<file path="src/usvg_pkg.sv">
// ----------------------------------------------------------------------------
// usvg_pkg
// Shared types, constants and arithmetic helpers of the UV sphere vertex
// generator.
// ----------------------------------------------------------------------------
`default_nettype none

package usvg_pkg;

	// configuration register indexes
	localparam logic REG_RADIUS = 1'b0;
	localparam logic REG_SEGS   = 1'b1;

	localparam int unsigned FIFO_DEPTH = 4;
	localparam int unsigned FIFO_AW    = $clog2(FIFO_DEPTH);
	localparam int unsigned FIFO_CW    = $clog2(FIFO_DEPTH + 1);

	// sin/cos unit latency and back pipeline depth (sin/cos, product, output)
	localparam int unsigned SC_LAT     = 11;
	localparam int unsigned BACK_DEPTH = SC_LAT + 2;

	localparam logic [30:0] HALF_PI_Q30 = 31'd1686629713;
	localparam logic signed [65:0] Q30_ONE = 66'sd1073741824;

	// series divisors: five for the sine chain, then six for the cosine chain
	localparam int unsigned NUM_K     = 11;
	localparam int unsigned SIN_STEPS = 5;
	localparam int unsigned COS_STEPS = 6;
	localparam logic [7:0] DIV_K [NUM_K] = '{
		8'd110, 8'd72, 8'd42, 8'd20, 8'd6,
		8'd132, 8'd90, 8'd56, 8'd30, 8'd12, 8'd2
	};
	localparam logic [31:0] RECIP [NUM_K] = '{
		32'(64'd4294967296 / 64'd110), 32'(64'd4294967296 / 64'd72),
		32'(64'd4294967296 / 64'd42),  32'(64'd4294967296 / 64'd20),
		32'(64'd4294967296 / 64'd6),   32'(64'd4294967296 / 64'd132),
		32'(64'd4294967296 / 64'd90),  32'(64'd4294967296 / 64'd56),
		32'(64'd4294967296 / 64'd30),  32'(64'd4294967296 / 64'd12),
		32'(64'd4294967296 / 64'd2)
	};

	typedef struct packed {
		logic [31:0] theta;
		logic [31:0] phi;
		logic [16:0] tex_u;
		logic [16:0] tex_v;
		logic        pole;
	} angle_req_t;

	typedef struct packed {
		logic [16:0] tex_u;
		logic [16:0] tex_v;
		logic        pole;
	} side_t;

	typedef struct packed {
		logic signed [31:0] sn;
		logic signed [31:0] cs;
	} sincos_t;

	typedef struct packed {
		logic [16:0] pos_x;
		logic [16:0] pos_y;
		logic [16:0] pos_z;
		logic [15:0] norm_x;
		logic [15:0] norm_y;
		logic [15:0] norm_z;
		logic [16:0] tex_u;
		logic [16:0] tex_v;
		logic [15:0] tan_x;
		logic [15:0] tan_y;
		logic [15:0] tan_z;
	} vertex_t;

	typedef struct packed {
		logic [7:0] rem;
		logic [7:0] q;
	} div_t;

	// eight quotient bits of a long division by seg, remainder below seg
	function automatic div_t div8(input logic [7:0] rem, input logic [7:0] seg);
		div_t       res;
		logic [8:0] t;
		logic       b;
		res.rem = rem;
		res.q   = 8'd0;
		for (int i = 0; i < 8; i++) begin
			t = {res.rem, 1'b0};
			b = (t >= {1'b0, seg});
			if (b)
				t = t - {1'b0, seg};
			res.rem = t[7:0];
			res.q   = {res.q[6:0], b};
		end
		return res;
	endfunction

	// shift right with rounding to nearest, ties away from zero
	function automatic logic signed [65:0] rnd_shift(input logic signed [65:0] v,
			input int unsigned n);
		logic [65:0] mag;
		logic [65:0] half;
		logic [65:0] m;
		half = 66'd1 << (n - 1);
		mag  = v[65] ? 66'(-v) : 66'(v);
		m    = (mag + half) >> n;
		return v[65] ? -$signed(m) : $signed(m);
	endfunction

	function automatic logic signed [65:0] clamp66(input logic signed [65:0] v,
			input logic signed [65:0] lo, input logic signed [65:0] hi);
		return (v < lo) ? lo : ((v > hi) ? hi : v);
	endfunction

	function automatic logic [15:0] to_q15(input logic signed [31:0] v);
		logic signed [65:0] r;
		r = clamp66(rnd_shift(66'(v), 15), -66'sd32767, 66'sd32767);
		return r[15:0];
	endfunction

endpackage

`default_nettype wire

</file>
<file path="src/usvg_front.sv">
// ----------------------------------------------------------------------------
// usvg_front
// Accepts grid points, saturates indices and runs a four stage long division
// by the segment count to form both angles in turns and the texture coords.
// ----------------------------------------------------------------------------
`default_nettype none

module usvg_front (
	input  wire logic                  clk,
	input  wire logic                  arst_n,
	input  wire logic [7:0]            seg,
	input  wire logic                  in_valid,
	output logic                       in_ready,
	input  wire logic [7:0]            lat_index,
	input  wire logic [7:0]            lon_index,
	output logic                       push,
	output usvg_pkg::angle_req_t       push_data,
	input  wire logic                  full
);

	logic       adv;
	logic [7:0] seg_e;
	logic [7:0] lat_c, lon_c;
	logic       lat_top, lon_top;
	usvg_pkg::div_t dl1, dn1, dl2, dn2, dl3, dn3, dl4, dn4;

	logic        v_s1, v_s2, v_s3, v_s4;
	logic [8:0]  qlat_s1, qlon_s1;
	logic [16:0] qlat_s2, qlon_s2;
	logic [24:0] qlat_s3, qlon_s3;
	logic [32:0] qlat_s4, qlon_s4;
	logic [7:0]  rlat_s1, rlon_s1, rlat_s2, rlon_s2, rlat_s3, rlon_s3, rlon_s4;
	logic        pole_s1, pole_s2, pole_s3, pole_s4;
	logic        round_bit;

	assign adv      = !full;
	assign in_ready = adv;
	assign seg_e    = (seg == 8'd0) ? 8'd1 : seg;

	always_comb begin
		lat_c   = (lat_index > seg_e) ? seg_e : lat_index;
		lon_c   = (lon_index > seg_e) ? seg_e : lon_index;
		lat_top = (lat_c == seg_e);
		lon_top = (lon_c == seg_e);
		dl1 = usvg_pkg::div8(lat_top ? 8'd0 : lat_c, seg_e);
		dn1 = usvg_pkg::div8(lon_top ? 8'd0 : lon_c, seg_e);
		dl2 = usvg_pkg::div8(rlat_s1, seg_e);
		dn2 = usvg_pkg::div8(rlon_s1, seg_e);
		dl3 = usvg_pkg::div8(rlat_s2, seg_e);
		dn3 = usvg_pkg::div8(rlon_s2, seg_e);
		dl4 = usvg_pkg::div8(rlat_s3, seg_e);
		dn4 = usvg_pkg::div8(rlon_s3, seg_e);
	end

	always_ff @(posedge clk or negedge arst_n) begin
		if (!arst_n) begin
			v_s1 <= 1'b0;
			v_s2 <= 1'b0;
			v_s3 <= 1'b0;
			v_s4 <= 1'b0;
		end else if (adv) begin
			v_s1 <= in_valid;
			v_s2 <= v_s1;
			v_s3 <= v_s2;
			v_s4 <= v_s3;
		end
	end

	always_ff @(posedge clk) begin
		if (adv) begin
			qlat_s1 <= {lat_top, dl1.q};
			qlon_s1 <= {lon_top, dn1.q};
			rlat_s1 <= dl1.rem;
			rlon_s1 <= dn1.rem;
			pole_s1 <= (lat_c == 8'd0) || lat_top;
			qlat_s2 <= {qlat_s1, dl2.q};
			qlon_s2 <= {qlon_s1, dn2.q};
			rlat_s2 <= dl2.rem;
			rlon_s2 <= dn2.rem;
			pole_s2 <= pole_s1;
			qlat_s3 <= {qlat_s2, dl3.q};
			qlon_s3 <= {qlon_s2, dn3.q};
			rlat_s3 <= dl3.rem;
			rlon_s3 <= dn3.rem;
			pole_s3 <= pole_s2;
			qlat_s4 <= {qlat_s3, dl4.q};
			qlon_s4 <= {qlon_s3, dn4.q};
			rlon_s4 <= dn4.rem;
			pole_s4 <= pole_s3;
		end
	end

	// round phi up when the leftover is at least half a step
	assign round_bit = ({rlon_s4, 1'b0} >= {1'b0, seg_e});

	assign push = v_s4 && adv;

	always_comb begin
		push_data.theta = qlat_s4[32:1] + {31'd0, qlat_s4[0]};
		push_data.phi   = qlon_s4[31:0] + {31'd0, round_bit};
		push_data.tex_u = qlon_s4[32:16] + {16'd0, qlon_s4[15]};
		push_data.tex_v = qlat_s4[32:16] + {16'd0, qlat_s4[15]};
		push_data.pole  = pole_s4;
	end

endmodule

`default_nettype wire

</file>
<file path="config.mk">
export PLATFORM = sky130hd
export DESIGN_NAME = usvg_front
export DESIGN_NICKNAME = d
export VERILOG_FILES = /design/src/usvg_pkg.sv /design/src/usvg_front.sv
export SDC_FILE = /design/constraint.sdc
export NUM_CORES = 2
export LEC_CHECK = 0
export BUFFER_PORTS_ARGS = -buffer_cell sky130_fd_sc_hd__clkbuf_2
export CORE_ASPECT_RATIO = 0.9
export CORE_MARGIN = 2
export CORE_UTILIZATION = 60
export DETAILED_ROUTE_END_ITERATION = 7
export PLACE_DENSITY_LB_ADDON = 0.05
export SETUP_SLACK_MARGIN = 0.1
export SYNTH_ARGS = -nofsm -noshare
export SYNTH_HDL_FRONTEND = slang
export SYNTH_SLANG_ARGS = --single-unit
</file>
<file path="constraint.sdc">
create_clock -name clk -period 25.5 [get_ports clk]
set_input_delay 1.275 -clock clk [delete_from_list [all_inputs] [get_ports clk]]
set_output_delay 1.275 -clock clk [all_outputs]
set_load 0.02 [all_outputs]
</file>
Word level (Yosys, flattened, before mapping):

Cells that the tools add are included.

* add/sub/neg operators: 67
* magnitude comparators: 67
* equal/unequal tests: 2
* muxes and demuxes: 68
* reductions and logical operators: 5

Operators by type and width (number)
* $ge A9 B8 Y1: 65
* $mux W8: 68
* $sub A8 B8 Y8: 63
* $add A32 B1 Y32: 2
* $add A17 B1 Y17: 2
* $eq A8 B8 Y1: 2
* $gt A8 B8 Y1: 2
* $logic_not A8 Y1: 2
* $logic_and A1 B1 Y1: 1
* $logic_not A1 Y1: 1
* $logic_or A1 B1 Y1: 1

* register bits: 232

Logic depth before layout (Yosys ltp):

* depth in word-level cells: 22
* gate-level depth with buffers: 112
* depth with buffers taken out: 95

Worst setup path after synthesis:

Ideal clock, no wire load.

* path kind: input -> register
* start: in seg[5]
* end: reg rlat_s1[2], data pin
* arrival time: 23.028 ns
* data required time: 25.240 ns
* slack: 2.212 ns
* stages on the path: 108
* path buffers: 17
* cell sequence: clkbuf_1 or4_1 buf_4 o21ai_2 buf_6 buf_2 buf_1 buf_1 clkbuf_1 buf_2 clkbuf_1 ha_1 nand4_1 nor2_1 a211o_1 and3_1 buf_2 inv_1 (+72 left out) a21oi_1 nand2_1 a211oi_2 or2_1 buf_2 nor2_1 ha_1 a21o_1 a21o_1 a21oi_1 o21bai_1 a21o_1 a21o_1 a31o_2 a21o_1 a221oi_4 inv_2 mux2_2

RTL lines
* start, declared: line usvg_front.sv:11 `input wire logic [7:0] seg,`
* end signal, assigned: line usvg_front.sv:73 `rlat_s1 <= dl1.rem;`
* end, declared: line usvg_front.sv:32 `logic [7:0] rlat_s1, rlon_s1, rlat_s2, rlon_s2, rlat_s3, rlon_s3, rlon_s4;`

==> impl_metrics.env <==
export IMPL_drive_gt1_share_pct=11.3
export IMPL_cts_sinks=232
export IMPL_boundaryPins=129
export IMPL_antenna_found_initial=3
export IMPL_wirelength_mm=104
export IMPL_port_buffers=128
export IMPL_regArea_um2=6950
export IMPL_met3_usage_pct=5.81
export IMPL_grt_pass1_vias=30009
export IMPL_slew_headroom_pct=28.0
export IMPL_status="finished clean"
export IMPL_row_count=85
export IMPL_cts_tree="built"
export IMPL_h_tree_depth=1
export IMPL_period_minus_slack_ns=23.56
export IMPL_async_flop_share_pct=1.72
export IMPL_layout_nets=4893
export IMPL_synth_top_family_by_area="compound AO/OA/AOI/OAI gates"
export IMPL_grt_max_degree=104
export IMPL_syn_cell_area_um2=35900
export IMPL_crit_path_start_kind="input pin"
export IMPL_dpl_hpwl_mm=75.4
export IMPL_dieArea_um2=61800
export IMPL_crit_type="in2reg"
export IMPL_yosys_most_used_dff="edfxtp_1"
export IMPL_tns_ns=0
export IMPL_synth_simple_area_share_pct=17.6
export IMPL_crit_fanout=19
export IMPL_coreArea_um2=59600
export IMPL_area_growth_syn_to_layout_pct=7.16
export IMPL_final_common_cell="ha_1"
export IMPL_finalCritPeriodShare_pct=92.4
export IMPL_crit_required_ns=25.84
export IMPL_grt_pass1_wl_mm=163
export IMPL_synth_compound_area_share_pct=24.3
export IMPL_rsz0062_at_grt="no"
export IMPL_post_cts_setup_buffers=0
export IMPL_yosysSeqAreaShare_pct=19.3
export IMPL_worst_slew_pin_transition_ns=1.08
export IMPL_crit_arrival_ns=23.90
export IMPL_grtUsageMet1_pct=48.3
export IMPL_fillers=5274
export IMPL_cts_hold_buffers=0
export IMPL_netlist_instances=4284
export IMPL_synth_edff_count=228
export IMPL_chipWidth_um=262
export IMPL_maxSlewViolCount=0
export IMPL_layout_common_cells="487 x ha_1, 358 x nor2_1, 352 x a21oi_1"
export IMPL_synth_avg_cell_area_um2=8.38
export IMPL_critPathCaptureType="flip-flop"
export IMPL_cap_violations=0
export IMPL_crit_buf_inv=6
export IMPL_wl_per_cell_um=20.1
export IMPL_max_stage_delay_ns=0.74
export IMPL_gr_usage_met2_pct=48.5
export IMPL_clkTransAtPathRegs_ns=0.06
export IMPL_first_iter_violations=2792
export IMPL_path_delay_family="compound AO/OA/AOI/OAI gates"
export IMPL_chipHeight_um=236
export IMPL_cts_root_buffer="clkbuf_16"
export IMPL_ant_nets=0
export IMPL_final_hold_viol_count=0
export IMPL_synth_xor_area_share_pct=10.3
export IMPL_path_common_cell="a21o_1"
export IMPL_dr_pass1_iters=6
export IMPL_grtUsageTotal_pct=32.8
export IMPL_ys_ff_latch=232
export IMPL_gp_congestion=0.926
export IMPL_grt_ovfl_total=0
export IMPL_drc=0
export IMPL_max_freq_mhz=42.4
export IMPL_via_per_inst=6.41
export IMPL_yosysUniqueCellTypes=107
export IMPL_start_util_pct=60.3
export IMPL_clk_latency_ns=0.61
export IMPL_synth_area_mux_share_pct=7.55
export IMPL_clockBufferDepth=3
export IMPL_top_usage_layer="met2"
export IMPL_cts_buffers=29
export IMPL_hold_class="reg2reg"
export IMPL_cp_slowest_cell="o311ai_1"
export IMPL_multiInputGateArea_um2=27800
export IMPL_ys_warn_count=0
export IMPL_skew_ns=0.0255
export IMPL_syn_nets=4807
export IMPL_vias=33185
export IMPL_synthAdderAreaFrac_pct=17.4
export IMPL_setup_violations=0
[registers in the layout (all words and copies together) (netlist names), 9 cells and up]
signal   cells
qlat_s2     17
qlon_s3     25
qlat_s4     33
qlat_s1      9
qlat_s3     25
qlon_s1      9
qlon_s4     33
qlon_s2     17
[worst reg2reg max path, delay by kind of cell (launching register included)]
family,cells,cell delay (ns)
and+or+nand+nor,18,3.52
DFF,1,0.45
adders and majority gates,8,2.77
muxes,4,1.26
AOI/OAI and AO/OA,43,12.37
buffers and inverters,4,0.69
[area by class of cell]
class | count | share of cell area [%]
multi-input combinational | 3733 | 72.1
sequential | 232 | 18.0
tap | 783 | 2.55
timing repair buffer | 168 | 2.51
inverter | 206 | 2.06
clock buffer | 31 | 1.90
clock inverter | 22 | 0.816
antenna | 2 | 0.0130
[per-stage QoR]
step	hold slack (ns)	worst slack, ns	instance area, µm²	cells	utilization (%)
after floorplan	0.400	2.21	35900	4284	-
after global placement	0.401	2.02	37400	5122	62.9
after detailed placement	0.405	1.53	37400	5122	62.9
after CTS	0.401	2.02	38500	5175	64.6
after global routing	0.403	0.195	38500	5176	64.6
final	0.406	1.94	38500	5177	64.6
[cell usage after synthesis, types with 42 or more instances]
cell / n / area, µm²
mux2i_1: 71 / 711
nand3_1: 123 / 616
a21o_1: 189 / 1420
clkbuf_1: 69 / 259
nand2_1: 228 / 856
nand2b_1: 98 / 613
o21a_1: 48 / 360
inv_1: 185 / 694
ha_1: 487 / 6090
and3_1: 60 / 375
or3_1: 54 / 338
a31oi_1: 42 / 263
nor2b_1: 67 / 419
xor2_1: 144 / 1260
nor3_1: 91 / 455
a21oi_1: 352 / 1760
edfxtp_1: 228 / 6850
nor2_1: 358 / 1340
mux2_2: 167 / 1880
xnor2_1: 278 / 2430
a211oi_1: 43 / 323
o21ai_0: 276 / 1380
[per-layer routing]
metal,routed length (µm),share of wire [%]
met1,48500,47
met2,43500,42
met3,8980,8.6
met4,3260,3.1
met5,0,0
[repair_timing]
action,in CTS,in global routing
gates resized for setup,0,1
endpoints found under the setup margin,0,4
hold endpoints to repair,0,0
[final timing paths]
| kind | endpoint | from | depth (start not counted) | slack (ns) |
|---|---|---|---|---|
| setup / recovery | rlat_s1[2]$_DFFE_PN_ | seg[3] | 91 | 1.94 |
| hold / removal | qlat_s3[16]$_DFFE_PN_ | qlat_s2[8]$_DFFE_PN_ | 0 | 0.41 |
| setup reg to reg | rlat_s2[4]$_DFFE_PN_ | rlat_s1[5]$_DFFE_PN_ | 77 | 4.23 |
| hold reg to reg | qlat_s3[16]$_DFFE_PN_ | qlat_s2[8]$_DFFE_PN_ | 0 | 0.41 |
| max in group asynchronous | v_s4$_DFFE_PN0N_ | arst_n | 1 | 24.91 |
| min in group asynchronous | v_s1$_DFFE_PN0N_ | arst_n | 1 | 0.46 |
[logic make-up after synthesis]
kind of cell / Yosys count
DFF: 232
adders and majority gates: 495
xor gates and xnor gates: 422
buffers and inverters: 319
AOI/OAI and AO/OA: 1311
muxes: 245
and+or+nand+nor: 1260
Power is not shown: default switching activity piles up to over one toggle a cycle in this logic, so the estimate is an artifact.
