`src/usvg_pkg.sv`:
```
// ----------------------------------------------------------------------------
// usvg_pkg
// Shared types, constants and arithmetic helpers of the UV sphere vertex
// generator.
// ----------------------------------------------------------------------------
`default_nettype none

package usvg_pkg;

	// configuration register indexes
	localparam logic REG_RADIUS = 1'b0;
	localparam logic REG_SEGS   = 1'b1;

	localparam int unsigned FIFO_DEPTH = 4;
	localparam int unsigned FIFO_AW    = $clog2(FIFO_DEPTH);
	localparam int unsigned FIFO_CW    = $clog2(FIFO_DEPTH + 1);

	// sin/cos unit latency and back pipeline depth (sin/cos, product, output)
	localparam int unsigned SC_LAT     = 11;
	localparam int unsigned BACK_DEPTH = SC_LAT + 2;

	localparam logic [30:0] HALF_PI_Q30 = 31'd1686629713;
	localparam logic signed [65:0] Q30_ONE = 66'sd1073741824;

	// series divisors: five for the sine chain, then six for the cosine chain
	localparam int unsigned NUM_K     = 11;
	localparam int unsigned SIN_STEPS = 5;
	localparam int unsigned COS_STEPS = 6;
	localparam logic [7:0] DIV_K [NUM_K] = '{
		8'd110, 8'd72, 8'd42, 8'd20, 8'd6,
		8'd132, 8'd90, 8'd56, 8'd30, 8'd12, 8'd2
	};
	localparam logic [31:0] RECIP [NUM_K] = '{
		32'(64'd4294967296 / 64'd110), 32'(64'd4294967296 / 64'd72),
		32'(64'd4294967296 / 64'd42),  32'(64'd4294967296 / 64'd20),
		32'(64'd4294967296 / 64'd6),   32'(64'd4294967296 / 64'd132),
		32'(64'd4294967296 / 64'd90),  32'(64'd4294967296 / 64'd56),
		32'(64'd4294967296 / 64'd30),  32'(64'd4294967296 / 64'd12),
		32'(64'd4294967296 / 64'd2)
	};

	typedef struct packed {
		logic [31:0] theta;
		logic [31:0] phi;
		logic [16:0] tex_u;
		logic [16:0] tex_v;
		logic        pole;
	} angle_req_t;

	typedef struct packed {
		logic [16:0] tex_u;
		logic [16:0] tex_v;
		logic        pole;
	} side_t;

	typedef struct packed {
		logic signed [31:0] sn;
		logic signed [31:0] cs;
	} sincos_t;

	typedef struct packed {
		logic [16:0] pos_x;
		logic [16:0] pos_y;
		logic [16:0] pos_z;
		logic [15:0] norm_x;
		logic [15:0] norm_y;
		logic [15:0] norm_z;
		logic [16:0] tex_u;
		logic [16:0] tex_v;
		logic [15:0] tan_x;
		logic [15:0] tan_y;
		logic [15:0] tan_z;
	} vertex_t;

	typedef struct packed {
		logic [7:0] rem;
		logic [7:0] q;
	} div_t;

	// eight quotient bits of a long division by seg, remainder below seg
	function automatic div_t div8(input logic [7:0] rem, input logic [7:0] seg);
		div_t       res;
		logic [8:0] t;
		logic       b;
		res.rem = rem;
		res.q   = 8'd0;
		for (int i = 0; i < 8; i++) begin
			t = {res.rem, 1'b0};
			b = (t >= {1'b0, seg});
			if (b)
				t = t - {1'b0, seg};
			res.rem = t[7:0];
			res.q   = {res.q[6:0], b};
		end
		return res;
	endfunction

	// shift right with rounding to nearest, ties away from zero
	function automatic logic signed [65:0] rnd_shift(input logic signed [65:0] v,
			input int unsigned n);
		logic [65:0] mag;
		logic [65:0] half;
		logic [65:0] m;
		half = 66'd1 << (n - 1);
		mag  = v[65] ? 66'(-v) : 66'(v);
		m    = (mag + half) >> n;
		return v[65] ? -$signed(m) : $signed(m);
	endfunction

	function automatic logic signed [65:0] clamp66(input logic signed [65:0] v,
			input logic signed [65:0] lo, input logic signed [65:0] hi);
		return (v < lo) ? lo : ((v > hi) ? hi : v);
	endfunction

	function automatic logic [15:0] to_q15(input logic signed [31:0] v);
		logic signed [65:0] r;
		r = clamp66(rnd_shift(66'(v), 15), -66'sd32767, 66'sd32767);
		return r[15:0];
	endfunction

endpackage

`default_nettype wire

```
`src/usvg_fifo.sv`:
```
// ----------------------------------------------------------------------------
// usvg_fifo
// Short register queue of angle requests between the front and the back.
// ----------------------------------------------------------------------------
`default_nettype none

module usvg_fifo (
	input  wire logic                  clk,
	input  wire logic                  arst_n,
	input  wire logic                  push,
	input  wire usvg_pkg::angle_req_t  push_data,
	input  wire logic                  pop,
	output usvg_pkg::angle_req_t       head,
	output logic                       empty,
	output logic                       full
);

	usvg_pkg::angle_req_t mem_q [usvg_pkg::FIFO_DEPTH];
	logic [usvg_pkg::FIFO_AW-1:0] wr_ptr_q, rd_ptr_q;
	logic [usvg_pkg::FIFO_CW-1:0] count_q;

	assign empty = (count_q == '0);
	assign full  = (count_q == usvg_pkg::FIFO_CW'(usvg_pkg::FIFO_DEPTH));
	assign head  = mem_q[rd_ptr_q];

	always_ff @(posedge clk) begin
		if (push)
			mem_q[wr_ptr_q] <= push_data;
	end

	always_ff @(posedge clk or negedge arst_n) begin
		if (!arst_n) begin
			wr_ptr_q <= '0;
			rd_ptr_q <= '0;
			count_q  <= '0;
		end else begin
			if (push)
				wr_ptr_q <= wr_ptr_q + 1'b1;
			if (pop)
				rd_ptr_q <= rd_ptr_q + 1'b1;
			if (push && !pop)
				count_q <= count_q + 1'b1;
			else if (pop && !push)
				count_q <= count_q - 1'b1;
		end
	end

endmodule

`default_nettype wire

```
`config.mk`:
```
export PLATFORM = sky130hd
export DESIGN_NAME = usvg_fifo
export DESIGN_NICKNAME = d
export VERILOG_FILES = /design/src/usvg_pkg.sv /design/src/usvg_fifo.sv
export SDC_FILE = /design/constraint.sdc
export NUM_CORES = 1
export LEC_CHECK = 0
export ABC_AREA = 1
export BUFFER_PORTS_ARGS = -buffer_cell sky130_fd_sc_hd__buf_2
export CAP_MARGIN = 20
export CELL_PAD_IN_SITES_DETAIL_PLACEMENT = 0
export CELL_PAD_IN_SITES_GLOBAL_PLACEMENT = 1
export CORE_ASPECT_RATIO = 1.1
export CORE_UTILIZATION = 43
export DETAILED_ROUTE_END_ITERATION = 7
export HOLD_SLACK_MARGIN = 0.06
export PLACE_DENSITY = 0.77
export SYNTH_ARGS = -nofsm -noshare
export SYNTH_HDL_FRONTEND = slang
export SYNTH_SLANG_ARGS = --single-unit
```
`constraint.sdc`:
```
create_clock -name clk -period 2.9 [get_ports clk]
set_clock_uncertainty 0.15 [all_clocks]
set_input_delay 0.29 -clock clk [delete_from_list [all_inputs] [get_ports clk]]
set_output_delay 0.29 -clock clk [all_outputs]
set_load 0.05 [all_outputs]
```
-- After elaboration in Yosys (flattened, before gate mapping)
Memory sizes are Yosys's and may differ from the RTL's.
Index checks and enable logic that the tools add are counted.
- bits of input ports: 103
- logic and storage cells: 19
- output and inout bits: 101
- RAM bits: 396
- memories kept: 1
- flip-flop bits (word level): 7
- memories (name ; depth ; width ; read ports ; clocked after memory_dff ; wr ports ; RTL line ; text):
    mem_q ; 4 ; 99 ; 1 ; 0 ; 1 ; usvg_fifo.sv:18 ; usvg_pkg::angle_req_t mem_q [usvg_pkg::FIFO_DEPTH];
- reduce and logical (&&, ||, !) cells: 6
- equality and inequality tests: 1
- mux-type cells: 4
- add/sub/neg operators: 4
- operators by type and width (kind ; number):
    2-to-1 mux 3 bit ; 2
    adder 2 x 1 -> 2 bit (second input constant) ; 2
    adder 3 x 1 -> 3 bit (second input constant) ; 1
    equality test 3 bit (second input constant) ; 1
    logical NOT 3 bit ; 1
    subtractor 3 x 1 -> 3 bit (second input constant) ; 1
    logical AND 1 bit ; 2
    logical NOT 1 bit ; 2
    2-to-1 mux 1 bit ; 2
    nonzero test 2 bit ; 1

-- Longest topological paths before layout
Gate-level depths: netlist of run 1.
- word-level depth: 4
- gate-level depth with buffers: 9
- gate-level depth less buffers: 9

-- Worst setup path after synthesis of run 1
Ideal clock, no wire load.
- path type: register to register
- from: reg wr_ptr_q[0] (netlist name)
- to: mem mem_q[2][0] (netlist name), enable pin
- cell stages (with the launch flop): 5
- setup slack: -0.293 ns
- arrival: 2.590 ns
- cells stage by stage: dfrtp_1 inv_1 ha_1 nand2_1 inv_1
- RTL lines (item ; RTL line ; text):
    start: declaration ; usvg_fifo.sv:19 ; logic [usvg_pkg::FIFO_AW-1:0] wr_ptr_q, rd_ptr_q;
    start signal: assignment ; usvg_fifo.sv:38 ; wr_ptr_q <= wr_ptr_q + 1'b1;
    end: declaration ; usvg_fifo.sv:18 ;
Straight into the memory's write port.

==> results of run 1 <==
cell families after synthesis:
family / synth area share, %
XOR/XNOR: 0.219
flip-flops: 75.5
buffers and inverters: 7.04
AO/OA/AOI/OAI: 9.33
AND/OR/NAND/NOR: 7.41
adder cells (fa/ha/maj): 0.517
repair_timing:
item,in CTS,in global routing
endpoints found under the hold margin,407,0
endpoints found under the setup margin,0,0
hold buffers,103,0
per-stage QoR:
stage,total power (uW),instances
after floorplan,15400,1202
after global placement,18000,1848
after detailed placement,18100,1848
after CTS,23200,2024
after global routing,24100,2024
final,22900,2024
power groups by stage:
stage	registers [uW]	logic [uW]	clock network (uW)
after floorplan	7980	7460	0
after global placement	8080	9870	0
after detailed placement	8130	9960	0
after CTS	8010	10100	5120
after global routing	8100	10700	5340
final	8000	9930	4990
final cells by class:
cell class / count / area [sq um] / share of cell area (%)
inverter: 210 / 806 / 4.03
multi-input combinational: 523 / 2790 / 14.0
sequential: 403 / 12100 / 60.4
clock inverter: 13 / 83.8 / 0.420
timing repair buffer: 328 / 2410 / 12.1
clock buffer: 60 / 1200 / 6.02
tap: 487 / 609 / 3.05
registers in the layout, summed over array words and instances, names as in the netlist:
register	count
mem_q	396
rd_ptr_q	2
wr_ptr_q	2
count_q	3
worst max path at each step:
stage	startpoint	endpoint	slack (ps)	cells past startpoint
after floorplan	wr_ptr_q[0]$_DFFE_PN0P_	mem_q[0][0]$_DFFE_PP_	190	4
after global placement	rd_ptr_q[0]$_DFFE_PN0P_	head[3]	750	4
after detailed placement	rd_ptr_q[0]$_DFFE_PN0P_	head[95]	720	5
after CTS	rd_ptr_q[0]$_DFFE_PN0P_	head[95]	160	5
after global routing	rd_ptr_q[0]$_DFFE_PN0P_	head[3]	50	4
final	rd_ptr_q[0]$_DFFE_PN0P_	head[3]	190	4
per-layer routing:
metal / part of all wire, % / GRT usage, % / vias up / wire length (microns)
li1: - / - / 4797 / -
met1: 43 / 22.3 / 4720 / 14000
met5: 0.040 / 0 / - / 13
met3: 4.5 / 3.28 / 56 / 1470
met4: 2.2 / 5.59 / 2 / 730
met2: 51 / 31.1 / 205 / 16700
cells in the final DEF, fill, tap and decap left out:
master	instances
clkinv_2	3
clkinvlp_4	4
nand2_1	310
xor2_1	3
nor3_1	2
dfrtp_1	5
o211ai_1	198
clkinv_1	8
dlygate4sd3_1	103
nand4_1	1
inv_4	1
buf_12	16
clkbuf_16	45
buf_2	203
edfxtp_1	396
fa_1	1
clkbuf_8	2
nand3_1	1
clkbuf_1	13
clkinv_4	1
xnor2_1	1
dfrtp_4	2
o21ai_1	1
inv_1	205
ha_1	5
buf_4	6
bufinv_16	1
worst min-delay path, cell delays in order (launching register included):
cell and delay (ps):
dfrtp_1 360, nand2_1 60, nand2_1 50
==> impl_results.md, run 1 <==
- Synth top area cells: edfxtp_1 (74%), o211ai_1 (9.3%), nand2_1 (7.3%), inv_1 (4.9%), buf_2 (1.4%)
- Reg2reg end: mem_q[3][49]$_DFFE_PP_
- Seq cells post-synth: roughly 400
- DRT Pass-1 Iters: 5
- Max cap viols: 0
- Worst skew pair latency: around 520 ps
- PortBufs: 203
- Clock power frac: between 20% and 30%
- Cell Int Power: approximately 13000 uW
- RD Place Congestion: 0.712
- Initial antenna violation count: 1
- HP Class: reg2reg
- Fmax: approximately 0.37 GHz
- Yosys top cell by area: edfxtp_1
- HPWL after DPL: just under 20000 microns
- Placed Instance Area: between 0.015 and 0.02 sq mm
- R2R Setup Slk: slightly above 800 ps
- R2r startpoint: wr_ptr_q[0]$_DFFE_PN0P_
- Drt total wl: about 33000 microns
- CTS Buffer Depth: 3
- Syn Inst Count: approximately 1200
- Worst-Margin Slew: 661 ps
- Core Area: 0.0364 sq mm
- Pins Over Slew Limit: 0
- DRC violations left: 0
- Setup WS post-layout: around 190 ps
- Worst slack, placed: 722 ps
- Post-layout minimum cycle time: between 2000 and 3000 ps
- Final worst-path cycle share: between 90 and 100%
- Count leader, synth: edfxtp_1
- Share of layout cells above drive strength 1: 18.5%
- Reg clk slew, reported paths: 60 ps
- Status: complete, no violations
- Antenna Cells: 0
- Layout fillers: approximately 3000
- Buf/Inv on CP: 2
- Post-synth ARST share: under 10%
- Register area share after synthesis: 75.5%
- Height of the die: around 200 microns
- Crit Path Class: reg2out
- CP Launch Type: flip-flop
- Hold Startpoint: count_q[2]$_DFFE_PN0P_
- Sequential Power Share: between 30% and 40%
- Reg2Reg Depth: 4
- Area share of the largest cell type after synthesis: 74.4%
- Worst Path Max Fanout: 56
- Crit. End Element: output port
- CTS tree: done
- # nets final: about 1600
- I/O pin total: 204
- CP delay by family, top: flip-flops
- Cell Pwr Density: 1150 mW/mm^2
- Syn nets: between 1000 and 1500
- Worst EP arrival: 2270 ps
- Sw Share: approximately 43%
- Net Sw Power: 9960 uW
- Ys Warns: 0
- CTS buffer count: 42
- Sink Count: around 400
- Gate power share: between 40% and 50%
- Slowest stage delay, CP: approximately 850 ps
- Max H-tree Level: 2
- Critical path required time: 2460 ps
- Post-synth EDFFs: 396
- DRT iter0 DRCs: approximately 570
- Post-route ant nets: 0
- Critical path, cell by cell: buf_12 > o211ai_1 > nand2_1 > buf_2
- Die ar.: 0.0380 sq mm
- Top FF cell, synth: edfxtp_1
- Critical path's slowest cell: dfrtp_4
- Max VDD drop: 754 uV
- RSZ-0062 raised after global routing: no
- Area Growth Syn to Fin: 25.0%
- Final non-filler cell area: between 0.015 and 0.02 sq mm
- Cell Area, Synth: ~0.016 sq mm
- Die width: between 150 and 200 microns
- Hold Vio Cnt, Final: 0
- Slew HR: a little under three fifths
- Vias: around 9800
- Postcts setup bufs: 0
- Top cells by count, synth: edfxtp_1 (396), nand2_1 (310), inv_1 (209)
- Hold Slack: 348 ps
- Synthesized area per cell: 13.3 sq um
- Fin util: around 55%
- Number of global-route vias before repair: approximately 10000
- Row cnt: 73
- Total track usage: ~18%
- Clock Tree Root: clkbuf_16
- Hold endpoint: count_q[2]$_DFFE_PN0P_
- Per-cell routed wire length: ~16 microns
- Pin count of the biggest net entering global routing: 100
- Initial core utilization: 44.0%
- P_leak: approximately 0.008 uW
- Final setup fails: 0
- Gr ovfl total: 0
- Final setup TNS: 0 ps
- First-pass GRT wire length: between 50000 and 60000 microns
- Number of vias per cell: between 4 and 5
- Hold path cells: 2
- Cell variety after synth: 19
- Post-CTS resize count: 0
(Power assumes the default switching activity.)
==> run 2, diff against run 1 <==
REMOVE_ABC_BUFFERS = 1   (was not set)
SETUP_SLACK_MARGIN = 0.5   (was not set)
==> impl_results.md, run 2 (synthesized netlist as in run 1, its figures left out) <==
- Critical path required time: 2460 ps
- Sink Count: 403
- Reg clk slew, reported paths: 60 ps
- DRT iter0 DRCs: around 630
- Reg2reg end: mem_q[0][72]$_DFFE_PP_
- Layout fillers: 2899
- Clock power frac: roughly 21%
- # nets final: around 1600
- Critical path's slowest cell: dfrtp_4
- Slowest stage delay, CP: around 500 ps
- HP Class: in2reg
- CTS tree: done
- Worst-Margin Slew: 604 ps
- DRT Pass-1 Iters: 5
- Most frequent cells in the layout: edfxtp_1 (396), nand2_1 (310), inv_1 (205)
- Die width: 186 microns
- Critical path, cell by cell: buf_12 > buf_12 > o211ai_1 > nand2_1 > clkbuf_4
- Clock Tree Root: clkbuf_16
- PortBufs: 203
- Net Sw Power: ~11000 uW
- Max reg flops: approximately 400
- Crit. End Element: output port
- Height of the die: 204 microns
- P_leak: 0.00843 uW
- Total track usage: 19.5%
- Worst EP arrival: 1960 ps
- Post-route ant nets: 0
- Reg2Reg Depth: 5
- Final worst-path cycle share: 82.6%
- Gr ovfl total: 0
- Max cap viols: 0
- Final setup TNS: 0 ps
- Vias: approximately 10000
- CP dominant cell by count: buf_12
- R2R Setup Slk: roughly 900 ps
- Drt total wl: approximately 38000 microns
- Crit Path Class: reg2out
- CTS buffer count: 42
- RSZ-0062 raised after global routing: yes
- Share of layout cells above drive strength 1: between 10% and 20%
- Gate power share: about half
- Hold Slack: between 300 and 400 ps
- Status: complete, no violations
- Pin count of the biggest net entering global routing: 73
- Placed Instances: about 1800
- Pins Over Slew Limit: 0
- R2r startpoint: wr_ptr_q[0]$_DFFE_PN0P_
- Worst Path Max Fanout: 58
- Slew HR: 59.7%
- Sw Share: 42.0%
- RD Place Congestion: approximately 0.7
- HPWL after DPL: roughly 19000 microns
- Row cnt: 73
- Cell Int Power: ~15000 uW
- Area Growth Syn to Fin: 31.3%
- DRC violations left: 0
- CP Launch Type: flip-flop
- Initial core utilization: 44.0%
- Final setup fails: 0
- Core Area: ~0.036 sq mm
- CTS Buffer Depth: 3
- Largest registers: mem_q x396, count_q x3
- Setup WS post-layout: approximately 500 ps
- Max VDD drop: about 660 uV
- Initial antenna violation count: 1
- Leading cell type in the layout, fill and taps excluded: edfxtp_1
- Sequential Power Share: a little under a third
- Worst Setup EP: head[53]
- Hold Vio Cnt, Final: 0
- Post-layout minimum cycle time: 2400 ps
- Top reg by flops: mem_q
- I/O pin total: between 200 and 250
- Number of vias per cell: roughly 5.0
- Setup crit start: rd_ptr_q[0]$_DFFE_PN0P_
- Die ar.: 0.0380 sq mm
- Worst slack, placed: ~800 ps
- Fmax: about 0.42 GHz
- Tot Pwr: around 26000 uW
- Per-cell routed wire length: approximately 18 microns
- Cell Pwr Density: roughly 1200 mW/mm^2
- Max H-tree Level: 2
- Number of global-route vias before repair: 9930
- First-pass GRT wire length: between 50000 and 60000 microns
- Worst skew pair latency: ~540 ps
- Final Instance Count excl. Fillers: roughly 2000
[run 2: cell count changes in the layout (fill, tap and decap cells not counted), sizes merged]
cell | previous run | this run
clkbuf | 60 | 59
clkinvlp | 4 | 0
bufinv | 1 | 4
buf | 225 | 237
bufbuf | 0 | 2
clkinv | 12 | 15
diode | 0 | 1
inv | 206 | 211
[run 2: layout make-up]
class,instances,area [sq um],area share (%)
flip-flops and latches,403,12100,57.5
repair buffers,348,3330,15.9
multi-input cells,523,2790,13.3
clock buffers,53,1160,5.51
inverters,210,815,3.88
well taps,487,609,2.90
clock inverters,19,195,0.930
repair inverters,1,8.76,0.0417
diodes,1,2.50,0.0119
[run 2: what timing repair did]
item | in CTS | in global routing
endpoints found under the setup margin | 99 | 90
resized for setup | 139 | 37
hold buffers | 103 | 0
cloned | 10 | 6
buffers inserted | 7 | 1
pin swaps | 28 | 58
hold endpoints to repair | 407 | 0
[run 2: metrics by stage]
| step | cell area [sq um] | utilization (%) |
|---|---|---|
| after floorplan | 15600 | - |
| after global routing | 21000 | 57.7 |
| after global placement | 17600 | 48.4 |
| after detailed placement | 17600 | 48.4 |
| final | 21000 | 57.7 |
| after CTS | 20700 | 57.0 |
[run 2: worst max-delay path: cells and delay by family, from the launching register on]
family | cells | cell delay, ps
buffers and inverters | 3 | 550
DFF | 1 | 510
AOI/OAI and AO/OA | 1 | 210
and+or+nand+nor | 1 | 110
[run 2: per-layer routing]
| metal | up-vias | track usage (%) | wire length [microns] |
|---|---|---|---|
| met3 | 65 | 3.53 | 1880 |
| met4 | 0 | 6.62 | 1010 |
| met1 | 4947 | 24.6 | 15700 |
| li1 | 4861 | - | - |
| met5 | - | 0 | 0 |
| met2 | 281 | 33.7 | 19200 |
[run 2: power by group through the flow]
stage | combinational, uW | clock, uW | sequential (uW)
6_report | 12300 | 5290 | 7900
5_1_grt | 13100 | 5600 | 7990
4_1_cts | 11900 | 5410 | 7920
3_5_place_dp | 9930 | 0 | 8030
3_3_place_gp | 9860 | 0 | 8000
2_1_floorplan | 5430 | 0 | 8390
[run 2: worst min path at each step]
stage,startpoint,endpoint,slack (ps),depth (start not counted)
after floorplan,arst_n,count_q[0]$_DFFE_PN0P_,-160,0
after global placement,arst_n,count_q[2]$_DFFE_PN0P_,5,1
after detailed placement,arst_n,count_q[2]$_DFFE_PN0P_,3,1
after CTS,push_data[94],mem_q[0][94]$_DFFE_PP_,320,2
after global routing,push_data[55],mem_q[2][55]$_DFFE_PP_,340,2
final,push_data[24],mem_q[0][24]$_DFFE_PP_,360,2
==> run 3, diff against run 2 <==
CORE_UTILIZATION = 47   (was 43)
PLACE_DENSITY = 0.8   (was 0.77)
clock period = 2.35 ns   (was 2.9 ns; I/O delays follow)
==> impl_results.md, run 3 (synthesized netlist as in run 1, its figures left out) <==
- Worst-Margin Slew: between 400 and 500 ps
- Leading cell type in the layout, fill and taps excluded: edfxtp_1
- Clock Tree Root: clkbuf_16
- CTS tree: done
- Drt total wl: around 39000 microns
- Gr ovfl total: 0
- Initial core utilization: 47.9%
- DRT iter0 DRCs: roughly 640
- First-pass GRT wire length: around 56000 microns
- Largest registers: mem_q x396, count_q x3
- Reg clk slew, reported paths: 60 ps
- Core Area: roughly 0.033 sq mm
- Area Growth Syn to Fin: 36.9%
- Placed Instance Area: around 0.018 sq mm
- Die width: between 150 and 200 microns
- Setup WS post-layout: -18.6 ps
- Vias: 10300
- Hold Vio Cnt, Final: 0
- Pins Over Slew Limit: 0
- Total track usage: 21.8%
- CTS Buffer Depth: 3
- Fmax: approximately 0.42 GHz
- Worst Path Max Fanout: 11
- # nets final: 1673
- Per-cell routed wire length: 19.2 microns
- Max H-tree Level: 2
- CTS buffer count: 41
- Max VDD drop: approximately 1400 uV
- Max cap viols: 0
- Antenna Cells: 0
- Worst EP arrival: slightly below 2000 ps
- Number of global-route vias before repair: 9957
- Most frequent cells in the layout: edfxtp_1 (396), nand2_1 (310), inv_1 (205)
- PortBufs: approximately 200
- RSZ-0062 raised after global routing: yes
- DRC violations left: 0
- Worst slack, placed: about 400 ps
- HPWL after DPL: 18500 microns
- Cell Pwr Density: between 1500 and 2000 mW/mm^2
- Number of vias per cell: about 5
- Initial antenna violation count: 0
- RD Place Congestion: roughly 0.73
- Status: complete, but fails checks
- Top reg by flops: mem_q
- Crit. End Element: output port
- Height of the die: 195 microns
- Pin count of the biggest net entering global routing: 93
- Final setup fails: 1
- CP Launch Type: flip-flop
- I/O pin total: just over 200
- Worst skew pair latency: roughly 520 ps
- Critical path required time: between 1500 and 2000 ps
- Die ar.: ~0.035 sq mm
- Final worst-path cycle share: 101%
- Failing checks: setup timing
- Sink Count: 403
- P_leak: slightly below 0.009 uW
- Max reg flops: slightly below 400
- Slew HR: between 70% and 80%
- DRT Pass-1 Iters: 5
- Post-layout minimum cycle time: 2370 ps
- Post-route ant nets: 0
- Row cnt: 70
- HP Class: in2reg
- Share of layout cells above drive strength 1: between 20% and 30%
- Final non-filler cell area: 0.0219 sq mm
- Crit Path Class: reg2out
==> run 3: per-layer routing <==
layer,vias up,wire (microns),global-route usage [%]
met4,0,832,6.27
met1,5008,16100,27.4
met2,282,19800,38.2
met5,-,0,0
li1,4935,-,-
met3,55,2140,4.26
==> run 3: final timing paths <==
kind                                              start                 endpoint  slack (ps)  cells after the start
worst min register to register   count_q[2]$_DFFE_PN0P_   count_q[2]$_DFFE_PN0P_         370                      2
worst max register to register  wr_ptr_q[0]$_DFFE_PN0P_   mem_q[2][47]$_DFFE_PP_         590                      5
worst max-delay path            rd_ptr_q[0]$_DFFE_PN0P_                  head[0]         -20                      6
worst min-delay path                      push_data[67]   mem_q[0][67]$_DFFE_PP_         310                      2
min in group asynchronous                        arst_n  rd_ptr_q[1]$_DFFE_PN0P_         580                      3
max in group asynchronous                        arst_n  rd_ptr_q[0]$_DFFE_PN0P_        1140                      3
==> run 3: area by class of cell <==
cell class | count | area, sq um
tap | 432 | 541
inverter | 210 | 811
fill | 2411 | 11500
clock buffer | 50 | 1080
multi-input combinational | 523 | 2800
clock inverter | 23 | 269
sequential | 403 | 12100
timing repair buffer | 385 | 4310
==> run 3: repair_timing <==
action	CTS	global route
setup endpoints to repair	109	152
hold endpoints to repair	409	0
pin swaps	53	101
hold buffers	103	0
cloned	20	10
resized for setup	193	61
buffers inserted	15	1
==> run 3: worst max-delay path, stage by stage (launching register included) <==
cell	delay, ps
dfrtp_4	530
buf_12	160
buf_12	140
buf_16	140
o211ai_1	200
nand2_1	110
buf_6	160
==> run 3: stage by stage <==
stage | instances | TNS [ps] | hold slack (ps) | util (%) | power (uW)
global placement | 1804 | 0 | -62.6 | 53.3 | 22300
finish | 2026 | -18.6 | 307 | 65.6 | 33600
global route | 2026 | -791 | 303 | 65.6 | 35100
floorplan | 1136 | -844070 | -211 | - | 16700
CTS | 2015 | -4.72 | 282 | 64.2 | 32700
detailed placement | 1804 | 0 | -60.3 | 53.3 | 22500
==> run 3: report_power, final <==
part           switching (uW)  leakage [uW]  internal, uW
Sequential                341       0.00372          9390
Clock                    2540      0.000656          3930
Combinational           10900       0.00446          6540
Total                   13800       0.00884         19900
